<file path="config.mk">
export PLATFORM = sky130hd
export DESIGN_NAME = utc_date_to_epoch_seconds
export DESIGN_NICKNAME = d
export VERILOG_FILES = /design/src/design/utcep_pkg.sv /design/src/design/utcep_datapath.sv /design/src/design/utc_date_to_epoch_seconds.sv
export SDC_FILE = /design/constraint.sdc
export NUM_CORES = 1
export LEC_CHECK = 0
export BUFFER_PORTS_ARGS = -buffer_cell sky130_fd_sc_hd__buf_2
export CAP_MARGIN = 20
export CORE_MARGIN = 2
export CORE_UTILIZATION = 50
export CTS_CLUSTER_DIAMETER = 40
export CTS_CLUSTER_SIZE = 40
export DETAILED_ROUTE_END_ITERATION = 8
export GPL_ROUTABILITY_DRIVEN = 1
export GPL_TIMING_DRIVEN = 0
export PLACE_DENSITY_LB_ADDON = 0.15
export SLEW_MARGIN = 20
export SYNTH_ARGS = -nofsm -noshare
export SYNTH_HDL_FRONTEND = slang
export SYNTH_SLANG_ARGS = --single-unit
</file>
<file path="constraint.sdc">
create_clock -name aclk -period 15.75 [get_ports aclk]
set_input_delay 3.15 -clock aclk [delete_from_list [all_inputs] [get_ports aclk]]
set_output_delay 3.15 -clock aclk [all_outputs]
set_load 0.02 [all_outputs]
</file>
<file path="src/design/utcep_pkg.sv">
// Shared types, constants and tables for the UTC date to epoch seconds converter.
`timescale 1ns / 1ps
package utcep_pkg;

    localparam int YEAR_W  = 12;
    localparam int MONTH_W = 4;
    localparam int DAY_W   = 5;
    localparam int HOUR_W  = 5;
    localparam int MIN_W   = 6;
    localparam int SEC_W   = 6;
    localparam int EPOCH_W = 36;
    localparam int DAYS_W  = 20;
    localparam int TSEC_W  = 17;
    localparam int QY_W    = 10;
    localparam int QC_W    = 6;
    localparam int RECIP_W = 12;
    localparam int RECIP_SH = 16;
    localparam int DOM_W   = 9;
    localparam int SPD_W   = 17;

    localparam int NSTAGE  = 5;

    localparam int IN_TDATA_W  = 40;
    localparam int OUT_TDATA_W = 40;
    localparam int CFG_IDX_W   = 2;

    // 1/25 scaled by 2^16, exact for quotients of values below 2^12
    localparam logic [RECIP_W-1:0] RECIP_25 = 12'd2622;
    localparam logic [QC_W-1:0]    CENT_DIV = 6'd25;

    localparam logic [YEAR_W-1:0]  EPOCH_YEAR         = 12'd1970;
    localparam logic [DAYS_W-1:0]  LEAPS_BEFORE_EPOCH = 20'd477;
    localparam logic [8:0]         DAYS_PER_YEAR      = 9'd365;
    localparam logic [SPD_W-1:0]   SECS_PER_DAY       = 17'd86400;
    localparam logic [TSEC_W-1:0]  SECS_PER_HOUR      = 17'd3600;
    localparam logic [TSEC_W-1:0]  SECS_PER_MIN       = 17'd60;

    localparam logic               RST_PRESENT   = 1'b0;
    localparam logic [YEAR_W-1:0]  RST_MIN_YEAR  = 12'd2020;
    localparam logic [EPOCH_W-1:0] RST_MIN_EPOCH = 36'd1577836800;

    localparam logic [MONTH_W-1:0] MONTH_JAN = 4'd1;
    localparam logic [MONTH_W-1:0] MONTH_FEB = 4'd2;
    localparam logic [MONTH_W-1:0] MONTH_DEC = 4'd12;
    localparam logic [DAY_W-1:0]   DAY_FIRST = 5'd1;

    typedef enum logic [CFG_IDX_W-1:0] {
        CFG_PRESENT   = 2'd0,
        CFG_MIN_YEAR  = 2'd1,
        CFG_MIN_EPOCH = 2'd2
    } utcep_cfg_idx_t;

    typedef struct packed {
        logic [NSTAGE-1:0] load;
    } utcep_ctrl_t;

    function automatic logic [DOM_W-1:0] days_before_month(input logic [MONTH_W-1:0] m);
        logic [DOM_W-1:0] d;
        case (m)
            4'd1:    d = 9'd0;
            4'd2:    d = 9'd31;
            4'd3:    d = 9'd59;
            4'd4:    d = 9'd90;
            4'd5:    d = 9'd120;
            4'd6:    d = 9'd151;
            4'd7:    d = 9'd181;
            4'd8:    d = 9'd212;
            4'd9:    d = 9'd243;
            4'd10:   d = 9'd273;
            4'd11:   d = 9'd304;
            4'd12:   d = 9'd334;
            default: d = 9'd0;
        endcase
        return d;
    endfunction

endpackage

</file>
<file path="src/design/utcep_datapath.sv">
// Five-stage datapath: date checks and time of day, day count, day scaling, time add, final check.
`timescale 1ns / 1ps
module utcep_datapath import utcep_pkg::*; (
    input  logic                aclk,
    input  utcep_ctrl_t         ctrl,
    input  logic                present,
    input  logic [YEAR_W-1:0]   min_year,
    input  logic [EPOCH_W-1:0]  min_epoch,
    input  logic [YEAR_W-1:0]   year,
    input  logic [MONTH_W-1:0]  month,
    input  logic [DAY_W-1:0]    day,
    input  logic [HOUR_W-1:0]   hour,
    input  logic [MIN_W-1:0]    minute,
    input  logic [SEC_W-1:0]    second,
    output logic [EPOCH_W-1:0]  epoch_seconds,
    output logic                valid_res
);

    // stage 1
    logic                      s1_ok_reg;
    logic [YEAR_W-1:0]         s1_year_reg;
    logic [MONTH_W-1:0]        s1_month_reg;
    logic [DAY_W-1:0]          s1_day_reg;
    logic [TSEC_W-1:0]         s1_tsec_reg;
    logic [QY_W-1:0]           s1_pq_reg;
    logic [QC_W-1:0]           s1_pc_reg;
    logic [QY_W-1:0]           s1_yq_reg;
    logic [QC_W-1:0]           s1_yc_reg;

    logic                      ok_next;
    logic [YEAR_W-1:0]         prev_year;
    logic [QY_W-1:0]           pq;
    logic [QY_W-1:0]           yq;
    logic [QY_W+RECIP_W-1:0]   pq_prod;
    logic [QY_W+RECIP_W-1:0]   yq_prod;
    logic [TSEC_W-1:0]         tsec_next;

    always_comb begin
        ok_next   = present && (year >= min_year) && (month >= MONTH_JAN) &&
                    (month <= MONTH_DEC) && (day >= DAY_FIRST);
        prev_year = year - 12'd1;
        pq        = prev_year[YEAR_W-1:2];
        yq        = year[YEAR_W-1:2];
        pq_prod   = (QY_W+RECIP_W)'(pq) * (QY_W+RECIP_W)'(RECIP_25);
        yq_prod   = (QY_W+RECIP_W)'(yq) * (QY_W+RECIP_W)'(RECIP_25);
        tsec_next = TSEC_W'(hour) * SECS_PER_HOUR + TSEC_W'(minute) * SECS_PER_MIN
                    + TSEC_W'(second);
    end

    always_ff @(posedge aclk) begin
        if (ctrl.load[0]) begin
            s1_ok_reg    <= ok_next;
            s1_year_reg  <= year;
            s1_month_reg <= month;
            s1_day_reg   <= day;
            s1_tsec_reg  <= tsec_next;
            s1_pq_reg    <= pq;
            s1_pc_reg    <= pq_prod[RECIP_SH +: QC_W];
            s1_yq_reg    <= yq;
            s1_yc_reg    <= yq_prod[RECIP_SH +: QC_W];
        end
    end

    // stage 2: day count
    logic                s2_ok_reg;
    logic [DAYS_W-1:0]   s2_days_reg;
    logic [TSEC_W-1:0]   s2_tsec_reg;

    logic                century;
    logic                leap;
    logic [DAYS_W-1:0]   year_days;
    logic [DAYS_W-1:0]   days_next;

    always_comb begin
        century = (s1_year_reg[1:0] == 2'd0) &&
                  ((QY_W+1)'(s1_yq_reg) == (QY_W+1)'(s1_yc_reg) * (QY_W+1)'(CENT_DIV));
        leap    = (s1_year_reg[1:0] == 2'd0) && (!century || (s1_yc_reg[1:0] == 2'd0));
        if (s1_year_reg > EPOCH_YEAR) begin
            year_days = DAYS_W'(s1_year_reg - EPOCH_YEAR) * DAYS_W'(DAYS_PER_YEAR)
                        + DAYS_W'(s1_pq_reg) - DAYS_W'(s1_pc_reg)
                        + DAYS_W'(s1_pc_reg[QC_W-1:2]) - LEAPS_BEFORE_EPOCH;
        end else begin
            year_days = '0;
        end
        days_next = year_days + DAYS_W'(days_before_month(s1_month_reg))
                    + DAYS_W'(leap && (s1_month_reg > MONTH_FEB))
                    + DAYS_W'(s1_day_reg) - DAYS_W'(DAY_FIRST);
    end

    always_ff @(posedge aclk) begin
        if (ctrl.load[1]) begin
            s2_ok_reg   <= s1_ok_reg;
            s2_days_reg <= days_next;
            s2_tsec_reg <= s1_tsec_reg;
        end
    end

    // stage 3: days to seconds
    logic                s3_ok_reg;
    logic [EPOCH_W-1:0]  s3_prod_reg;
    logic [TSEC_W-1:0]   s3_tsec_reg;
    logic [DAYS_W+SPD_W-1:0] day_prod;

    assign day_prod = (DAYS_W+SPD_W)'(s2_days_reg) * (DAYS_W+SPD_W)'(SECS_PER_DAY);

    always_ff @(posedge aclk) begin
        if (ctrl.load[2]) begin
            s3_ok_reg   <= s2_ok_reg;
            s3_prod_reg <= day_prod[EPOCH_W-1:0];
            s3_tsec_reg <= s2_tsec_reg;
        end
    end

    // stage 4: add time of day
    logic                s4_ok_reg;
    logic [EPOCH_W-1:0]  s4_sum_reg;

    always_ff @(posedge aclk) begin
        if (ctrl.load[3]) begin
            s4_ok_reg  <= s3_ok_reg;
            s4_sum_reg <= s3_prod_reg + EPOCH_W'(s3_tsec_reg);
        end
    end

    // stage 5: output register
    logic                out_valid_reg;
    logic [EPOCH_W-1:0]  out_epoch_reg;

    always_ff @(posedge aclk) begin
        if (ctrl.load[4]) begin
            out_epoch_reg <= s4_ok_reg ? s4_sum_reg : '0;
            out_valid_reg <= s4_ok_reg && (s4_sum_reg >= min_epoch);
        end
    end

    assign epoch_seconds = out_epoch_reg;
    assign valid_res     = out_valid_reg;

endmodule

</file>
<file path="src/design/utc_date_to_epoch_seconds.sv">
// Top level: Gregorian UTC date to Unix epoch seconds with a validity flag.
// Each input transfer passes every pipeline stage register before its result is on m_tdata/m_tuser.
// Throughput: one transfer per cycle; each stage holds under back-pressure
// and fills bubbles, so nothing is dropped or repeated.
// Reset (aresetn low, synchronous): pipeline emptied, present = 0,
// min_year = 2020, min_epoch = 1577836800.
`timescale 1ns / 1ps
module utc_date_to_epoch_seconds import utcep_pkg::*; (
    input  logic                    aclk,
    input  logic                    aresetn,
    input  logic                    s_tvalid,
    output logic                    s_tready,
    // year[11:0], month[15:12], day[20:16], hour[25:21], minute[31:26], second[37:32]
    input  logic [IN_TDATA_W-1:0]   s_tdata,
    output logic                    m_tvalid,
    input  logic                    m_tready,
    // epoch_seconds[35:0]
    output logic [OUT_TDATA_W-1:0]  m_tdata,
    // valid_res[0]
    output logic                    m_tuser,
    input  logic                    cfg_wr_en,
    input  logic [CFG_IDX_W-1:0]    cfg_index,
    input  logic [EPOCH_W-1:0]      cfg_data
);

    logic                present_reg;
    logic [YEAR_W-1:0]   min_year_reg;
    logic [EPOCH_W-1:0]  min_epoch_reg;

    always_ff @(posedge aclk) begin
        if (!aresetn) begin
            present_reg   <= RST_PRESENT;
            min_year_reg  <= RST_MIN_YEAR;
            min_epoch_reg <= RST_MIN_EPOCH;
        end else if (cfg_wr_en) begin
            case (utcep_cfg_idx_t'(cfg_index))
                CFG_PRESENT:   present_reg   <= cfg_data[0];
                CFG_MIN_YEAR:  min_year_reg  <= cfg_data[YEAR_W-1:0];
                CFG_MIN_EPOCH: min_epoch_reg <= cfg_data;
                default: ;
            endcase
        end
    end

    // stage occupancy and per-stage ready
    logic [NSTAGE-1:0] valid_reg;
    logic [NSTAGE-1:0] valid_next;
    logic [NSTAGE-1:0] rdy;

    always_comb begin
        rdy[NSTAGE-1] = !valid_reg[NSTAGE-1] || m_tready;
        for (int k = NSTAGE - 2; k >= 0; k--) begin
            rdy[k] = !valid_reg[k] || rdy[k+1];
        end
        valid_next = valid_reg;
        if (rdy[0]) begin
            valid_next[0] = s_tvalid;
        end
        for (int k = 1; k < NSTAGE; k++) begin
            if (rdy[k]) begin
                valid_next[k] = valid_reg[k-1];
            end
        end
    end

    always_ff @(posedge aclk) begin
        if (!aresetn) begin
            valid_reg <= '0;
        end else begin
            valid_reg <= valid_next;
        end
    end

    utcep_ctrl_t         ctrl;
    logic [EPOCH_W-1:0]  epoch_seconds;
    logic                valid_res;

    assign ctrl.load = rdy;

    utcep_datapath u_datapath (
        .aclk          (aclk),
        .ctrl          (ctrl),
        .present       (present_reg),
        .min_year      (min_year_reg),
        .min_epoch     (min_epoch_reg),
        .year          (s_tdata[11:0]),
        .month         (s_tdata[15:12]),
        .day           (s_tdata[20:16]),
        .hour          (s_tdata[25:21]),
        .minute        (s_tdata[31:26]),
        .second        (s_tdata[37:32]),
        .epoch_seconds (epoch_seconds),
        .valid_res     (valid_res)
    );

    assign s_tready = rdy[0];
    assign m_tvalid = valid_reg[NSTAGE-1];
    assign m_tdata  = OUT_TDATA_W'(epoch_seconds);
    assign m_tuser  = valid_res;

endmodule
</file>
==> impl_summary.md <==
Routing
In the routed design, unresolved DRC markers number 0. The detailed router finished its first iteration with 650 violations. Once detail routing completed, the nets flagged for antenna violations numbered 0. After detailed routing, the number of vias per cell comes to 5.011. The total number of vias is 16650. The detail-routed net length per standard cell is 15.08 um.

After detailed routing, the total wire length is 50090 um. The first TritonRoute pass finished after 5 iterations.

Timing
Setup repair after global routing left no endpoint under its margin. For the pin with the worst max-slew slack, the measured transition is 1.015 ns. The final critical-path share of the clock period is 60.02%. Static timing analysis puts the maximum clock frequency at 0.1058 GHz. Across the routed clock network, the largest skew measured is 0.02994 ns. Measured against its own limit, the worst slew margin works out to 31.83%.

The hold violation count in the final report is 0. The time the worst path needs with I/O delays and setup is 9.454 ns. The worst-case hold slack is 0.4039 ns. The number of max-slew violations in the final report is 0.

The number of endpoints failing setup at the final stage is 0. After routing, the total negative slack on setup checks comes to 0 ns.

Logic synthesis
A synthesized cell averages 10.54 sq um. Of all flip-flops after synthesis, the portion carrying an async set or reset was 0%. Counting flops with a built-in enable in the synthesized netlist gives 220.

The cell area after synthesis is 25660 sq um. Yosys printed 0 warnings. In the synthesized netlist the dominant register cell turns out to be edfxtp_1. The proportion of synthesized chip area in sequential cells is 30.66%. The synthesized instance count is 2435. In this run, synthesis produced a sequential element count of 283. The synthesized netlist contains 77 unique library cells.

GRT
The number of global-route vias before repair came to 17500. The initial antenna violation count was 0. For this run the aggregate overflow at the end of global routing stands at 0. Global routing used 20.02% of the available tracks.

The wire length of the first global-routing pass is 86190 um. The largest net degree at the start of global routing is 46.

Final layout
At the end of the flow, the number of nets in the layout was 3364. From synthesis to final layout, the design area changed by 12.21%. The total inserted antenna cells is 0. The share of layout cells above drive strength 1 is 8.743%.

CTS
After clock tree synthesis, the clock-pin slew on the worst setup and hold paths is 0.05 ns. The number of buffers between clock root and the deepest sink is 3. Buffers added to address setup during post-CTS repair amount to 0. The maximum level of the CTS H-tree is 2. The number of buffers added to fix hold violations after cts is 0. The root buffer cell chosen for the clock tree is clkbuf_16. For this design, the sink count on the clock tree is 283. In this run, post-CTS repair resized a total of 0 instances.

The TritonCTS clock tree is done. Clock latency on the worst-skew pair, taken at its later pin, is 0.57 ns. TritonCTS created 45 clock buffers.

Floorplanning
The die is 230.6 um wide. The area of the die is 53150 sq um. The floorplan row count is 83. The overall die height is 230.6 um. The initial utilization of the core area, before any placement, comes to 50.33%.

The top-level port count is 126. The area of the core is 50990 sq um.

Setup path
The worst setup path is launched from an input port. Measured in cells, the most critical reg-to-reg path has a length of 29. The top fanout value on the critical path is 12. The type of the worst setup path is in -> reg. The required time of the critical path is 16.07 ns. The category of the worst setup path capture point is a flop.

Data on the critical path arrives at its endpoint at 9.77 ns.

Flow run
The number of violations of the max-capacitance limit is 0.

Worst hold path
The min-delay analysis places its worst path in the category reg -> reg. Along the worst hold path, the cell count comes to 0.

Place
The congestion estimate from routability-driven global placement came to 0.8640. The number of I/O port buffers is 118. Once detailed placement completed, the half-perimeter wirelength came to 41670 um.

Outcome
The flow ran to the end, and the final reports show no timing, DRC or antenna violations.
-- Yosys cell counts (9+ instances only) --
cell | instances | area share [%]
and3_1 | 20 | 0.49
nor2b_1 | 16 | 0.39
inv_1 | 535 | 7.8
xor2_1 | 39 | 1.3
nand3_1 | 34 | 0.66
a21o_1 | 66 | 1.9
a31oi_1 | 9 | 0.22
clkbuf_1 | 22 | 0.32
o21ai_0 | 29 | 0.57
nand4_1 | 22 | 0.54
edfxtp_1 | 220 | 26
a21oi_1 | 94 | 1.8
fa_1 | 180 | 14
o211ai_1 | 23 | 0.67
and2_1 | 42 | 1.0
a21boi_0 | 32 | 0.94
o21bai_1 | 16 | 0.47
nand2_1 | 146 | 2.1
nor2_1 | 47 | 0.69
ha_1 | 494 | 24
nor3_1 | 21 | 0.41
nand2b_1 | 17 | 0.41
dfxtp_1 | 63 | 4.9
xnor2_1 | 120 | 4.1
o21a_1 | 16 | 0.47
-- layer usage --
layer,share of wire (%),vias up,GRT usage [%]
li1,-,8484,-
met1,49,7907,27.28
met2,46,206,34.13
met3,3.0,49,2.643
met4,1.5,0,4.315
met5,0,-,0
-- worst paths after layout --
path                                            startpoint                          to  slack (ns)
worst max register to register   u_datapath.s1_year_reg[1]  u_datapath.s2_days_reg[19]        7.63
worst min register to register  u_datapath.s2_tsec_reg[11]  u_datapath.s3_tsec_reg[11]        0.40
worst max-delay path                            s_tdata[2]     u_datapath.s1_pc_reg[5]        6.30
worst min-delay path            u_datapath.s2_tsec_reg[11]  u_datapath.s3_tsec_reg[11]        0.40
-- cell type report --
cell class / instances / area [sq um]
clock inverters: 33 / 431.7
inverters: 535 / 2008
plain buffers: 31 / 133.9
multi-input cells: 1589 / 15680
fillers: 4451 / 22200
flip-flops and latches: 283 / 7868
clock buffers: 49 / 1141
repair buffers: 122 / 678.2
well taps: 680 / 850.8
-- placed cells by master (no fill, tap or decap), types with 5 or more instances in the layout --
cell type    n
a21oi_1     94
a31oi_1      9
and3_1      20
nand2_1    144
nand4_1     22
nand2b_1    17
mux2i_1      6
or2_2        6
nor2b_1     16
buf_2      120
o31ai_1      6
o21ai_0     29
nor4_1       6
nand3_1     34
inv_1      533
clkinv_2     9
xnor2_1    120
a21o_1      66
xor2_1      39
o21a_1      16
fa_1       180
clkbuf_1    26
ha_1       494
bufinv_16    8
o21bai_1    16
o211ai_1    23
nor3_1      21
a21boi_0    32
nor2_1      47
dfxtp_1     63
a211o_1      6
edfxtp_1   220
clkbuf_16   45
and2_1      42
a211oi_1     5
-- stage by stage --
step	std cells	setup slack (ns)	util [%]	instance area, sq um
after CTS	3322	6.324	56.46	28790
after detailed placement	3240	5.724	53.37	27210
after floorplan	2438	6.709	-	25670
final	3322	6.296	56.47	28800
after global routing	3322	5.897	56.47	28800
after global placement	3236	5.803	53.18	27110
-- cells by family after synthesis --
family / Yosys count / share of synthesized area (%)
AOI/OAI and AO/OA: 341 / 9.176
xor gates and xnor gates: 160 / 5.514
adders and majority gates: 674 / 38.13
buffers and inverters: 566 / 8.347
DFF: 283 / 30.66
muxes: 9 / 0.3754
other: 1 / 0.01461
and+or+nand+nor: 401 / 7.787
-- critical path, cell delays in order --
cell	delay (ns)
buf_2	0.21
or3_1	0.45
nand2_1	0.12
nand4_1	0.15
a21boi_0	0.32
nand2_1	0.11
xnor2_1	0.70
fa_1	0.62
fa_1	0.49
fa_1	0.53
fa_1	0.55
inv_1	0.05
fa_1	0.49
inv_1	0.04
ha_1	0.31
a21o_1	0.18
a21o_1	0.16
a21oi_1	0.16
o211ai_2	0.14
a31o_2	0.29
nand4_1	0.09
nand4b_1	0.14
a21oi_1	0.20
xor2_1	0.08
Power is left out: the tool's default activity adds up to more than one toggle a clock period on the data nets, which glitch-free logic cannot reach.
